$ cat src/rtl/mkcs_ram.sv
module mkcs_ram #(
    parameter int WIDTH = 16,
    parameter int DEPTH = 64
) (
    input  logic                     i_clk,
    input  logic                     i_we,
    input  logic [$clog2(DEPTH)-1:0] i_waddr,
    input  logic [WIDTH-1:0]         i_wdata,
    input  logic [$clog2(DEPTH)-1:0] i_raddr,
    output logic [WIDTH-1:0]         o_rdata
);

    logic [WIDTH-1:0] r_mem [DEPTH];
    logic [WIDTH-1:0] r_rdata;

    always_ff @(posedge i_clk) begin
        if (i_we) begin
            r_mem[i_waddr] <= i_wdata;
        end
        r_rdata <= r_mem[i_raddr];
    end

    assign o_rdata = r_rdata;

endmodule

$ cat config.mk
export PLATFORM = sky130hd
export DESIGN_NAME = mkcs_ram
export DESIGN_NICKNAME = d
export VERILOG_FILES = /design/src/rtl/mkcs_ram.sv
export SDC_FILE = /design/constraint.sdc
export NUM_CORES = 1
export LEC_CHECK = 0
export BUFFER_PORTS_ARGS = -buffer_cell sky130_fd_sc_hd__buf_2
export CAP_MARGIN = 10
export CORE_UTILIZATION = 62
export DETAILED_ROUTE_END_ITERATION = 8
export GPL_ROUTABILITY_DRIVEN = 0
export PLACE_DENSITY_LB_ADDON = 0.25
export SLEW_MARGIN = 20
export SYNTH_ARGS = -nofsm -noshare
export SYNTH_HDL_FRONTEND = slang
export SYNTH_SLANG_ARGS = --single-unit
$ cat constraint.sdc
create_clock -name i_clk -period 2.53 [get_ports i_clk]
set_input_delay 0.253 -clock i_clk [delete_from_list [all_inputs] [get_ports i_clk]]
set_output_delay 0.253 -clock i_clk [all_outputs]
set_load 0.01 [all_outputs]
* After elaboration in Yosys (flattened, before gate mapping)
Memory sizes are Yosys's and may differ from the RTL's. A register that Yosys moved wholly into a read port is not among the register bits.
Cells that the tools add are included.
** Cells by class
- Add/sub/neg operators :: 0
- Order comparisons :: 0
- Reduce and logical (&&, ||, !) cells :: 0
- Equal/unequal tests :: 0
- Bitwise gates (word level) :: 0
- Muxes and demuxes :: 2
- Shift operators :: 0
- Divide/modulo/power cells :: 0
- $mul :: 0
** Operators with widths (number)
- two-way mux 1 bit :: 2
** Word-level totals
- Bits in latches :: 0
- Word-level logic and storage cells :: 3
- Memory bits (writable) :: 1024
- Input port bits :: 30
- ROM bits :: 0
- Memories :: 1
- Register bits after elaboration :: 0
- Output and inout bits :: 16
** Memories
- r_mem :: depth 64, width 16, read ports 1, clocked after Yosys merged registers in 1, wr ports 1, RTL line 13 : logic [WIDTH-1:0] r_mem [DEPTH];

* Logic depth before layout (Yosys ltp)
- Depth after elaboration :: 2
- Depth in mapped cells :: 10
- Depth with buffers taken out :: 5

* Worst setup path after synthesis
OpenSTA, ideal clock, no wires.
- Kind :: in2reg
- Start :: input i_waddr[3]
- End :: memory r_mem[48][0], enable pin
- Setup slack :: 0.242 ns
- Buffers on the path :: 1
- Stages :: 4
- Arrival time :: 1.879 ns
- Library setup time :: 0.409 ns
- Required time :: 2.121 ns
- Cells stage by stage :: clkbuf_1 > nor2b_1 > nand4b_1 > nor3_1
** RTL lines
- start: declaration :: RTL line 7 : input logic [$clog2(DEPTH)-1:0] i_waddr,
- end: declaration :: RTL line 13
Straight into the memory's write port.

==> results.md <==
- Status: complete, no violations
- Worst-path fanout max: 1
- Post-route cell area: around 46000 um^2
- Part of the Yosys area used for sequential elements: 77.59%
- DR iter-0 viols: 2516
- Worst Clk Skew: roughly 35 ps
- Final setup violation count: 0
- Fin crit share: 90.93%
- CTS max path bufs: 3
- Warnings, synthesis: 0
- Fin nets: about 2.1k
- CTS Hold Bufs: 1
- GRT Util Overall: about 30%
- Routed Antenna Nets: 0
- Initial core utilization: 63.13%
- Data required, critical path: between 3000 and 4000 ps
- Async S/R FF share, synth: 0%
- Syn nets: 1859
- Register area: approximately 31000 um^2
- Crit-path cells: mux4_2 > mux2i_1 > a22oi_1 > buf_4 > a31oi_1 > buf_4 > a311oi_1
- Core ar.: around 63000 um^2
- Gate Count Post-Synth: about 1.8k
- IO Pins: 46
- Type of origin of the critical path: register
- First-pass GRT wire length: 139600 um
- Hold Path Cell Cnt: 1
- Share of cells above drive strength 1: between 30% and 40%
- Largest net degree at the start of global routing: 65
- Setup CP Type: reg -> reg
- Synth unique cells: 43
- Worst hold start: i_wdata[14]
- Initial antenna violation count: 4
- Rel. slew slack: 32.40%
- Max Clk Rate: between 400 and 500 MHz
- Pwr Density: 783.1 nW/um^2
- Root Driver: clkbuf_16
- Clk sinks: 1040
- Row count: just over 90
- Drt pass-1 iters: 7
- Synth-to-layout area growth: 14.15%
- Hold_ws: roughly 170 ps
- N_diodes: 0
- Grt total ovfl: 0
- Maxcap violations: 0
- Vias in the first global route: a little over 20k
- Cts bufs inserted: 99
- Vias: approximately 20k
- Reg2Reg Setup Slack: 230 ps
- Post-placement cell area: 42490 um^2
- Die area: between 60000 and 70000 um^2
- Synthesized flop and latch total: 1040
- Static leakage: around 15 nW
- WL/cell: about 32 um
- Max stage delay on crit path: roughly 460 ps
- Average cell area after synthesis: approximately 22 um^2
- CTS resizes: 0
- IO Port Bufs: 45
- Mapped Area: approximately 40000 um^2
- Arr. time, crit path: approximately 2800 ps
- Endpoint of the worst hold-timing path: r_mem[22][14]
- Setup Fix Bufs, Post-CTS: 0
- Final Max Tran Viols: 0
- Post-synth EDFFs: ~1.0k
- Critical path capture point type: register
- Clock latency on the worst-skew pair: ~660 ps
- H-tree levels: 3
- Reg clk slew, reported paths: 60 ps
- DR vias/cell: a little under 7
- Max IR drop VDD: 0.6723 mV
- Critical R2R Launch: r_mem[16][11]
- Worst slew pin tran: 1014 ps
- CTS tree: done
- Final Critical Period: approximately 2300 ps
- Drt total wl: 96920 um
- Crit-path slowest cell: mux4_2
- Width of the die: 256.1 um
- Residual DRC: 0
- Depth of the most critical reg-to-reg path: 7
- Hold Vio Cnt, Final: 0
- Crit path top cell by count: buf_4
- DP HPWL: a little under 60000 um
- Final-layout fill cell count: around 3.6k
- Area occupied by multi-input gates: between 8000 and 9000 um^2
- Main flop type after synthesis: edfxtp_1
- RSZ-0062 raised after global routing: false
- Die height: roughly 260 um
- Tightest Hold Check Type: in -> reg
- RR Endpoint: o_rdata[11]
==> cells in the final DEF, fill, tap and decap left out, types with 5 or more instances in the layout <==
cell	count
mux2i_1	85
nor2_1	72
dfxtp_1	16
clkbuf_1	19
bufinv_16	12
buf_12	22
clkinv_2	21
nand2_1	59
nand3_1	24
a211oi_1	8
a311oi_1	8
o21ai_0	5
edfxtp_1	1024
a22o_1	6
mux2_2	27
clkbuf_16	100
a21oi_1	17
a211o_1	8
mux4_2	220
a41oi_1	5
a31oi_1	8
nand4_1	12
buf_4	189
and4_1	5
buf_2	42
a22oi_1	39
clkinv_1	18
a221o_1	6
nor2b_1	30
a221oi_1	16
==> worst max-delay path, delay by kind of cell (launching register included) <==
kind	cells	cell delay (ps)
flip-flops	1	370
multiplexers	2	860
AO/OA/AOI/OAI	3	570
buffers and inverters	2	380
==> metal layers <==
| metal | track usage [%] | share of wire [%] | routed length (um) | vias to the layer above |
|---|---|---|---|---|
| li1 | - | - | - | 8174 |
| met1 | 41.44 | 36 | 35210 | 10620 |
| met2 | 47.88 | 49 | 47370 | 1252 |
| met3 | 5.714 | 10 | 10010 | 213 |
| met4 | 13.24 | 4.4 | 4294 | 6 |
| met5 | 0 | 0.037 | 36 | - |
==> final cells by class <==
| class | count | area share [%] |
|---|---|---|
| repair buffers | 257 | 4.640 |
| multi-input cells | 685 | 18.05 |
| clock inverters | 56 | 1.270 |
| clock buffers | 123 | 5.751 |
| flip-flops and latches | 1040 | 67.98 |
| well taps | 846 | 2.316 |
==> power breakdown <==
group	internal [mW]	switching, mW	total [mW]
Combinational	0.756	1.18	1.93
Sequential	19.1	0.0746	19.1
Clock	8.56	6.15	14.7
Total	28.4	7.40	35.8
==> worst max-delay path by stage <==
stage | from | to | slack (ps) | cells after the start
detailed placement | i_raddr[0] | o_rdata[10] | -60 | 7
finish | r_mem[16][11] | o_rdata[11] | 230 | 7
floorplan | i_waddr[3] | r_mem[48][0] | 240 | 4
CTS | r_mem[16][11] | o_rdata[11] | 240 | 7
global route | r_mem[22][11] | o_rdata[11] | 180 | 7
global placement | i_raddr[0] | o_rdata[10] | -60 | 7
==> kinds of logic after synthesis <==
kind of cell | count (synthesis) | share of synthesized area [%]
compound gates | 129 | 2.409
buf+inv | 104 | 1.831
flops | 1040 | 77.59
mux | 336 | 15.52
simple gates | 220 | 2.647
==> cell usage after synthesis, types with 12 or more instances <==
cell / number / area [um^2]
dfxtp_1: 16 / 320.3
nor2b_1: 30 / 187.7
buf_6: 17 / 191.4
a21oi_1: 17 / 85.08
buf_4: 13 / 97.59
a22oi_1: 39 / 292.8
mux4_2: 220 / 4955
nor2_1: 72 / 270.3
nand2_1: 59 / 221.5
a221oi_1: 16 / 140.1
buf_2: 36 / 180.2
mux2_2: 27 / 304.0
nand4_1: 12 / 75.07
edfxtp_1: 1024 / 30750
clkbuf_1: 24 / 90.09
nand3_1: 24 / 120.1
mux2i_1: 85 / 850.8
==> state kept, by name, summed over array words and instances (netlist names) <==
signal,count
r_mem,1024
o_rdata,16
==> metrics by stage <==
stage	TNS, ps	power (mW)	setup slack [ps]	utilization (%)	std cells
floorplan	0	20.47	242.2	-	1829
global placement	-79.78	21.37	-55.54	66.99	2827
detailed placement	-144.4	21.42	-63.31	66.99	2827
CTS	0	35.89	237.0	72.06	3007
global route	0	36.61	176.3	72.06	3007
finish	0	35.79	229.6	72.06	3007
Note: power is estimated with default switching activity, not from simulation.
