`config.mk`:
```
export PLATFORM = sky130hd
export DESIGN_NAME = mkcs_isqrt
export DESIGN_NICKNAME = d
export VERILOG_FILES = /design/src/rtl/mkcs_pkg.sv /design/src/rtl/mkcs_isqrt.sv
export SDC_FILE = /design/constraint.sdc
export NUM_CORES = 1
export LEC_CHECK = 0
export BUFFER_PORTS_ARGS = -buffer_cell sky130_fd_sc_hd__buf_2
export CORE_UTILIZATION = 54
export CTS_BUF_LIST = sky130_fd_sc_hd__clkbuf_2
export CTS_CLUSTER_SIZE = 12
export DETAILED_ROUTE_END_ITERATION = 16
export PLACE_DENSITY = 0.8
export SLEW_MARGIN = 10
export SYNTH_ARGS = -nofsm -noshare
export SYNTH_HDL_FRONTEND = slang
export SYNTH_SLANG_ARGS = --single-unit
export TNS_END_PERCENT = 50
```
`constraint.sdc`:
```
create_clock -name i_clk -period 2.35 [get_ports i_clk]
set_input_delay 0.47 -clock i_clk [delete_from_list [all_inputs] [get_ports i_clk]]
set_output_delay 0.47 -clock i_clk [all_outputs]
set_load 0.05 [all_outputs]
```
`src/rtl/mkcs_pkg.sv`:
```
package mkcs_pkg;

    localparam int MAX_INSTANCES = 1024;
    localparam int MAX_FEATURES  = 64;
    localparam int MAX_CENTROIDS = 16;

    localparam int INST_W = $clog2(MAX_INSTANCES);
    localparam int FEAT_W = $clog2(MAX_FEATURES);
    localparam int CENT_W = $clog2(MAX_CENTROIDS);
    localparam int DS_AW  = INST_W + FEAT_W;
    localparam int DS_DEPTH = MAX_INSTANCES * MAX_FEATURES;

    localparam int VAL_W  = 16;
    localparam int DIFF_W = VAL_W + 1;
    localparam int SQ_W   = 2 * DIFF_W;
    localparam int DIST_W = SQ_W + FEAT_W;
    localparam int ROOT_W = DIST_W / 2;
    localparam int SUM_W  = VAL_W + INST_W + 1;
    localparam int CNT_W  = INST_W + 1;
    localparam int SCORE_W = 32;

    localparam int NI_W  = 11;
    localparam int NF_W  = 7;
    localparam int NC_W  = 5;
    localparam int IT_W  = 8;
    localparam int CFG_W = 11;
    localparam int CFG_IDX_W = 2;

    localparam logic [CFG_IDX_W-1:0] CFG_NUM_INST  = 2'd0;
    localparam logic [CFG_IDX_W-1:0] CFG_NUM_FEAT  = 2'd1;
    localparam logic [CFG_IDX_W-1:0] CFG_NUM_CENT  = 2'd2;
    localparam logic [CFG_IDX_W-1:0] CFG_MAX_ITER  = 2'd3;

    localparam int WAIT_W = 7;
    localparam logic [WAIT_W-1:0] ACC_DRAIN  = WAIT_W'(MAX_CENTROIDS + 4);
    localparam logic [WAIT_W-1:0] UPD_GAP    = WAIT_W'(MAX_CENTROIDS + SUM_W + 6);
    localparam logic [WAIT_W-1:0] PAIR_DRAIN = WAIT_W'(MAX_CENTROIDS + 6);

    typedef enum logic [1:0] {
        CMD_LOAD_VALUE = 2'd0,
        CMD_LOAD_CENT  = 2'd1,
        CMD_EVAL       = 2'd2
    } t_cmd;

    typedef enum logic [2:0] {
        M_DIST, M_ACC, M_SEED, M_CLR, M_UPD, M_PAIR
    } t_mode;

    typedef enum logic [3:0] {
        S_IDLE, S_SEED, S_CLR, S_DIST, S_DWAIT, S_ACC, S_AWAIT,
        S_UPD, S_PAIR, S_PWAIT, S_PSCAN, S_PSQ, S_OUT
    } t_state;

    typedef struct packed {
        logic                    v;
        t_mode                   mode;
        logic [FEAT_W-1:0]       f;
        logic                    en;
        logic                    first;
        logic                    last;
        logic [CENT_W-1:0]       tag;
        logic signed [VAL_W-1:0] val;
    } t_flow;

    typedef struct packed {
        logic              v;
        logic              has;
        logic [DIST_W-1:0] best;
        logic [CENT_W-1:0] sel;
    } t_tok;

    function automatic logic [SCORE_W-1:0] sat_add(input logic [SCORE_W-1:0] acc,
                                                   input logic [ROOT_W-1:0] x);
        logic [SCORE_W:0] s;
        s = {1'b0, acc} + (SCORE_W + 1)'(x);
        return s[SCORE_W] ? '1 : s[SCORE_W-1:0];
    endfunction

endpackage

```
`src/rtl/mkcs_isqrt.sv`:
```
module mkcs_isqrt import mkcs_pkg::*; (
    input  logic              i_clk,
    input  logic              i_rst_n,
    input  logic              i_start,
    input  logic [DIST_W-1:0] i_val,
    output logic              o_busy,
    output logic [ROOT_W-1:0] o_root
);

    localparam int REM_W  = ROOT_W + 3;
    localparam int STEP_W = $clog2(ROOT_W);

    logic              r_busy;
    logic [STEP_W-1:0] r_cnt;
    logic [DIST_W-1:0] r_val;
    logic [REM_W-1:0]  r_rem;
    logic [ROOT_W-1:0] r_root;
    logic [REM_W-1:0]  t, trial;

    assign t     = {r_rem[REM_W-3:0], r_val[DIST_W-1 -: 2]};
    assign trial = {1'b0, r_root, 2'b01};

    always_ff @(posedge i_clk) begin
        if (!i_rst_n) begin
            r_busy <= 1'b0;
        end else if (i_start) begin
            r_busy <= 1'b1;
        end else if (r_busy && r_cnt == STEP_W'(ROOT_W - 1)) begin
            r_busy <= 1'b0;
        end
        if (i_start) begin
            r_val  <= i_val;
            r_rem  <= '0;
            r_root <= '0;
            r_cnt  <= '0;
        end else if (r_busy) begin
            r_val <= {r_val[DIST_W-3:0], 2'b00};
            r_cnt <= r_cnt + 1'b1;
            if (t >= trial) begin
                r_rem  <= t - trial;
                r_root <= {r_root[ROOT_W-2:0], 1'b1};
            end else begin
                r_rem  <= t;
                r_root <= {r_root[ROOT_W-2:0], 1'b0};
            end
        end
    end

    assign o_busy = r_busy;
    assign o_root = r_root;

endmodule

```
# Yosys cells after proc, flatten, opt, wreduce, memory -nomap -nowiden
# Cells that the tools add are included.
[word_totals] register_bits=87 input_bits=43 out_inout_bits=21 word_cells=18
[op_classes] n_addsub=2 n_lt_le_gt_ge=1 eq_ne=1 muxes=6 n_reduce_logical=3
[op_table] op="$mux W40" count=2
[op_table] op="$ge A23 B22 Y1" count=1
[op_table] op="$mux W21" count=1
[op_table] op="$sub A21 B21 Y21" count=1
[op_table] op="$add A5 B1 Y5 const B" count=1
[op_table] op="$eq A5 B5 Y1 const B" count=1
[op_table] op="$reduce_bool A2 Y1" count=2
[op_table] op="$mux W1" count=3
[op_table] op="$logic_and A1 B1 Y1" count=1

# Logic depth before layout (Yosys ltp)
[logic_depth] word_depth=4 depth_mapped=12 mapped_depth_nobuf=9

# Worst setup path after synthesis
# Ideal clock, no wire load.
[synth_path] path_type="reg2reg" startpoint="register r_root[4] (netlist: o_root[4])" endpoint="register r_rem[11]" setup_time_ps=86 arrival_time_ps=2763 required_time_ps=2264 slack_ps=-498 stages_incl_launch_ff=12 n_path_buf=2 synth_period_minus_slack_ps=2848 path_cell_list="dfxtp_1 -> inv_1 -> ha_1 -> a21oi_1 -> o211ai_1 -> a211oi_4 -> a211oi_2 -> or3_1 -> buf_6 -> buf_8 -> mux2i_1 -> a211oi_1"
[synth_between] elab_chain_len=2 elab_cells_between_ends=3 classes_between="add/sub (1); order compare (1); mux (1)"
[synth_lines] item="from (decl)" line_no="mkcs_isqrt.sv:17" rtl="logic [ROOT_W-1:0] r_root;"
[synth_lines] item="from (signal assigned)" line_no="mkcs_isqrt.sv:41" rtl="r_root <= {r_root[ROOT_W-2:0], 1'b1};"
[synth_lines] item="from (signal assigned)" line_no="mkcs_isqrt.sv:44" rtl="r_root <= {r_root[ROOT_W-2:0], 1'b0};"
[synth_lines] item="$sub A21 B21 Y21 / $ge A23 B22 Y1 (equally long branches)" line_no="mkcs_isqrt.sv:40, mkcs_isqrt.sv:39"
[synth_lines] item="$mux W21 *" line_no="mkcs_isqrt.sv:39" rtl="if (t >= trial) begin"
[synth_lines] item="to (signal assigned)" line_no="mkcs_isqrt.sv:40" rtl="r_rem <= t - trial;"
[synth_lines] item="to (signal assigned)" line_no="mkcs_isqrt.sv:43" rtl="r_rem <= t;"
[synth_lines] item="to (decl)" line_no="mkcs_isqrt.sv:16" rtl="logic [REM_W-1:0] r_rem;"
# Mark *: on every way between the ends. The rest lies on a longest branch, timed or not.
# A chain may end at the register's enable or synchronous reset.

# Worst setup path in the final report
[layout_path] startpoint="register r_root[13] (netlist: o_root[13])" endpoint="register r_rem[5]"
[layout_between] elab_chain_len=2
[layout_lines] item="$ge A23 B22 Y1" line_no="mkcs_isqrt.sv:39"
[layout_lines] item="$mux W21" line_no="mkcs_isqrt.sv:39"
# No other way between the ends.

==> out/summary.txt <==
Crit-path slowest cell = dfxtp_4
diode count = 0
Num CTS Buffers = 9
share of flip-flops with an asynchronous set or reset = 0%
PnR worst setup slack = -2.99 ps
initial DRC count = 206
setup TNS = -2.99 ps
post-synth top area cell = edfxtp_1
Seq cells post-synth = 87
vias in the first global route = 3708
Max H-tree Level = 3
Total GRT Usage = 23.9%
post-route ant nets = 0
Yosys warning total = 0
DRC = 0
Worst-Skew Late Latency = 570 ps
Critical path buffers and inverters = 2
layout cells sized above 1 = 44.0%
Peak VDD IR = 514 uV
Vias = 3762
Slew @ Worst Pin = 487 ps
unique cell type count in the Yosys netlist = 59
Syn Inst Count = 450
Initial Util = 56.7%
clk_skew = 34.2 ps
top cells by area, synth = edfxtp_1, dfxtp_1, mux2_2
Leak = 0.00251 uW
WL/cell = 15.8 um
crit-path max cell delay = 410 ps
Core Area = 8380 um^2
Min-Delay Path Class = in2reg
routability congestion estimate = 0.938
CTS tree = built
status = finished with violations
CTS sink cnt = 87
Critical Path Source Type = register
average size of a mapped cell = 10.6 um^2
Nets = 629
hold slack = 82.7 ps
io pins = 64
vias per cell = 5.59
Slew Limit Fails = 0
top_reg_cell synth = dfxtp_1
unrepaired setup endpoints after global routing = yes
max_cap viols = 0
Worst EP required = 2820 ps
Post-CTS Hold Buffers = 0
CP top delay family = simple AND/OR/NAND/NOR gates
period utilisation layout = 100%
global-route wire length before repair = 16.9 mm
max frequency = 425 MHz
DR pass1 iterations = 4
CP endpoint kind = register
clock-pin slew on the worst setup and hold paths = 250 ps
Synth-to-Final Area Change = 26.1%
drt total wl = 10.7 mm
Rows = 33
CTS Buffer Depth = 2
initial antenna violation count = 0
Root Driver = clkbuf_2
Layout Utilization = 71.5%
net count after synthesis = 516
crit path kind = reg2reg
sequential element share of the synthesized area = 45.1%
cell breakdown of the critical path = inv_2 > ha_4 > or2_4 > a21o_1 > a41oi_2 > nor2_2 > or3_4 > buf_6 > mux2i_1 > a211oi_1
Final Hold Fails = 0
filler cell count = 615
Synth top area share = 25.3%
top-count cell post-synth = nor2_1
Remaining Overflow, GRT = 0
Buffers on Ports = 63
DP HPWL = 7.48 mm
mapped cell area = 4750 um^2
die height = 95.8 um
Setup WS pre-CTS = -117 ps
failing checks = setup timing
top cells by count, synth = nor2_1, dfxtp_1, edfxtp_1
CP Max Fanout = 7
minimum clock period = 2350 ps
Die Span X = 95.8 um
Post-synth EDFFs = 40
Final setup violation count = 1
pwr dens = 1070 nW/um^2
CP Data Arrival Time = 2820 ps
largest net degree at the start of global routing = 41
Die ar. = 9180 um^2
Slew Limit Headroom = 67.5%
[state kept, by name, summed over array words and instances (netlist names)]
| register | count |
|---|---|
| r_val | 40 |
| r_rem | 21 |
| o_root | 20 |
| r_cnt | 5 |
| o_busy | 1 |
[stage by stage]
stage | instance area, um^2 | total power [uW] | cells
6_report | 5990 | 6400 | 673
5_1_grt | 5990 | 6800 | 673
4_1_cts | 5840 | 6090 | 664
3_5_place_dp | 5620 | 5100 | 643
3_3_place_gp | 5620 | 5020 | 643
2_1_floorplan | 4940 | 4330 | 450
[report_power, final]
part / internal, uW / switching (uW) / total, uW
Clock: 256 / 556 / 812
Sequential: 1790 / 142 / 1930
Combinational: 1840 / 1820 / 3660
[final timing paths]
check,startpoint,endpoint,slack [ps],depth (start not counted)
max reg2reg,o_root[13]$_SDFFE_PP0P_,r_rem[5]$_SDFFE_PP0P_,-3,10
min reg2reg,r_rem[19]$_SDFFE_PP0P_,r_rem[19]$_SDFFE_PP0P_,510,2
min,i_rst_n,o_busy$_SDFFE_PN0P_,80,2
max,o_root[13]$_SDFFE_PP0P_,r_rem[5]$_SDFFE_PP0P_,-3,10
[cell usage in the layout (no fill, tap or decap), types with 9 or more instances in the layout]
master / synthesis / routed
xnor2_1: 10 / 10
xor2_1: 11 / 11
buf_4: 1 / 61
ha_4: 0 / 10
mux2_2: 38 / 38
inv_1: 27 / 18
a211oi_1: 15 / 13
nor2_1: 57 / 54
dfxtp_1: 47 / 26
edfxtp_1: 40 / 40
a21oi_1: 11 / 9
mux2i_1: 31 / 31
buf_2: 4 / 63
nand2_1: 14 / 14
clkbuf_2: 1 / 9
dfxtp_4: 0 / 11
ha_1: 23 / 11
dfxtp_2: 0 / 10
inv_2: 0 / 9
[routing by layer]
metal,track usage [%],routed length (um),vias to the layer above
met5,0,0,-
li1,-,-,1871
met2,39.3,5130,94
met3,3.71,458,25
met1,31.7,4880,1772
met4,9.08,199,0
[what timing repair did]
item / CTS / global route
setup buffers: 5 / 9
pin swaps: 8 / 14
hold endpoints to repair: 0 / 0
gates resized for setup: 13 / 25
endpoints found under the setup margin: 19 / 21
[final cells by class]
cell class	instances	area [um^2]	share of cell area (%)
clock inverter	7	78.8	1.32
sequential	87	2200	36.6
tap	105	131	2.19
inverter	27	101	1.69
multi-input combinational	311	2630	43.9
clock buffer	9	45.0	0.752
timing repair buffer	127	807	13.5
[cells by family after synthesis]
kind of cell	count (synthesis)	share of synthesized area, %
compound gates	82	12.9
buf+inv	52	4.71
mux	70	15.8
simple gates	115	11.6
flops	87	45.1
xor+xnor	21	3.87
fa+ha+maj	23	6.05
(Power assumes the default switching activity.)
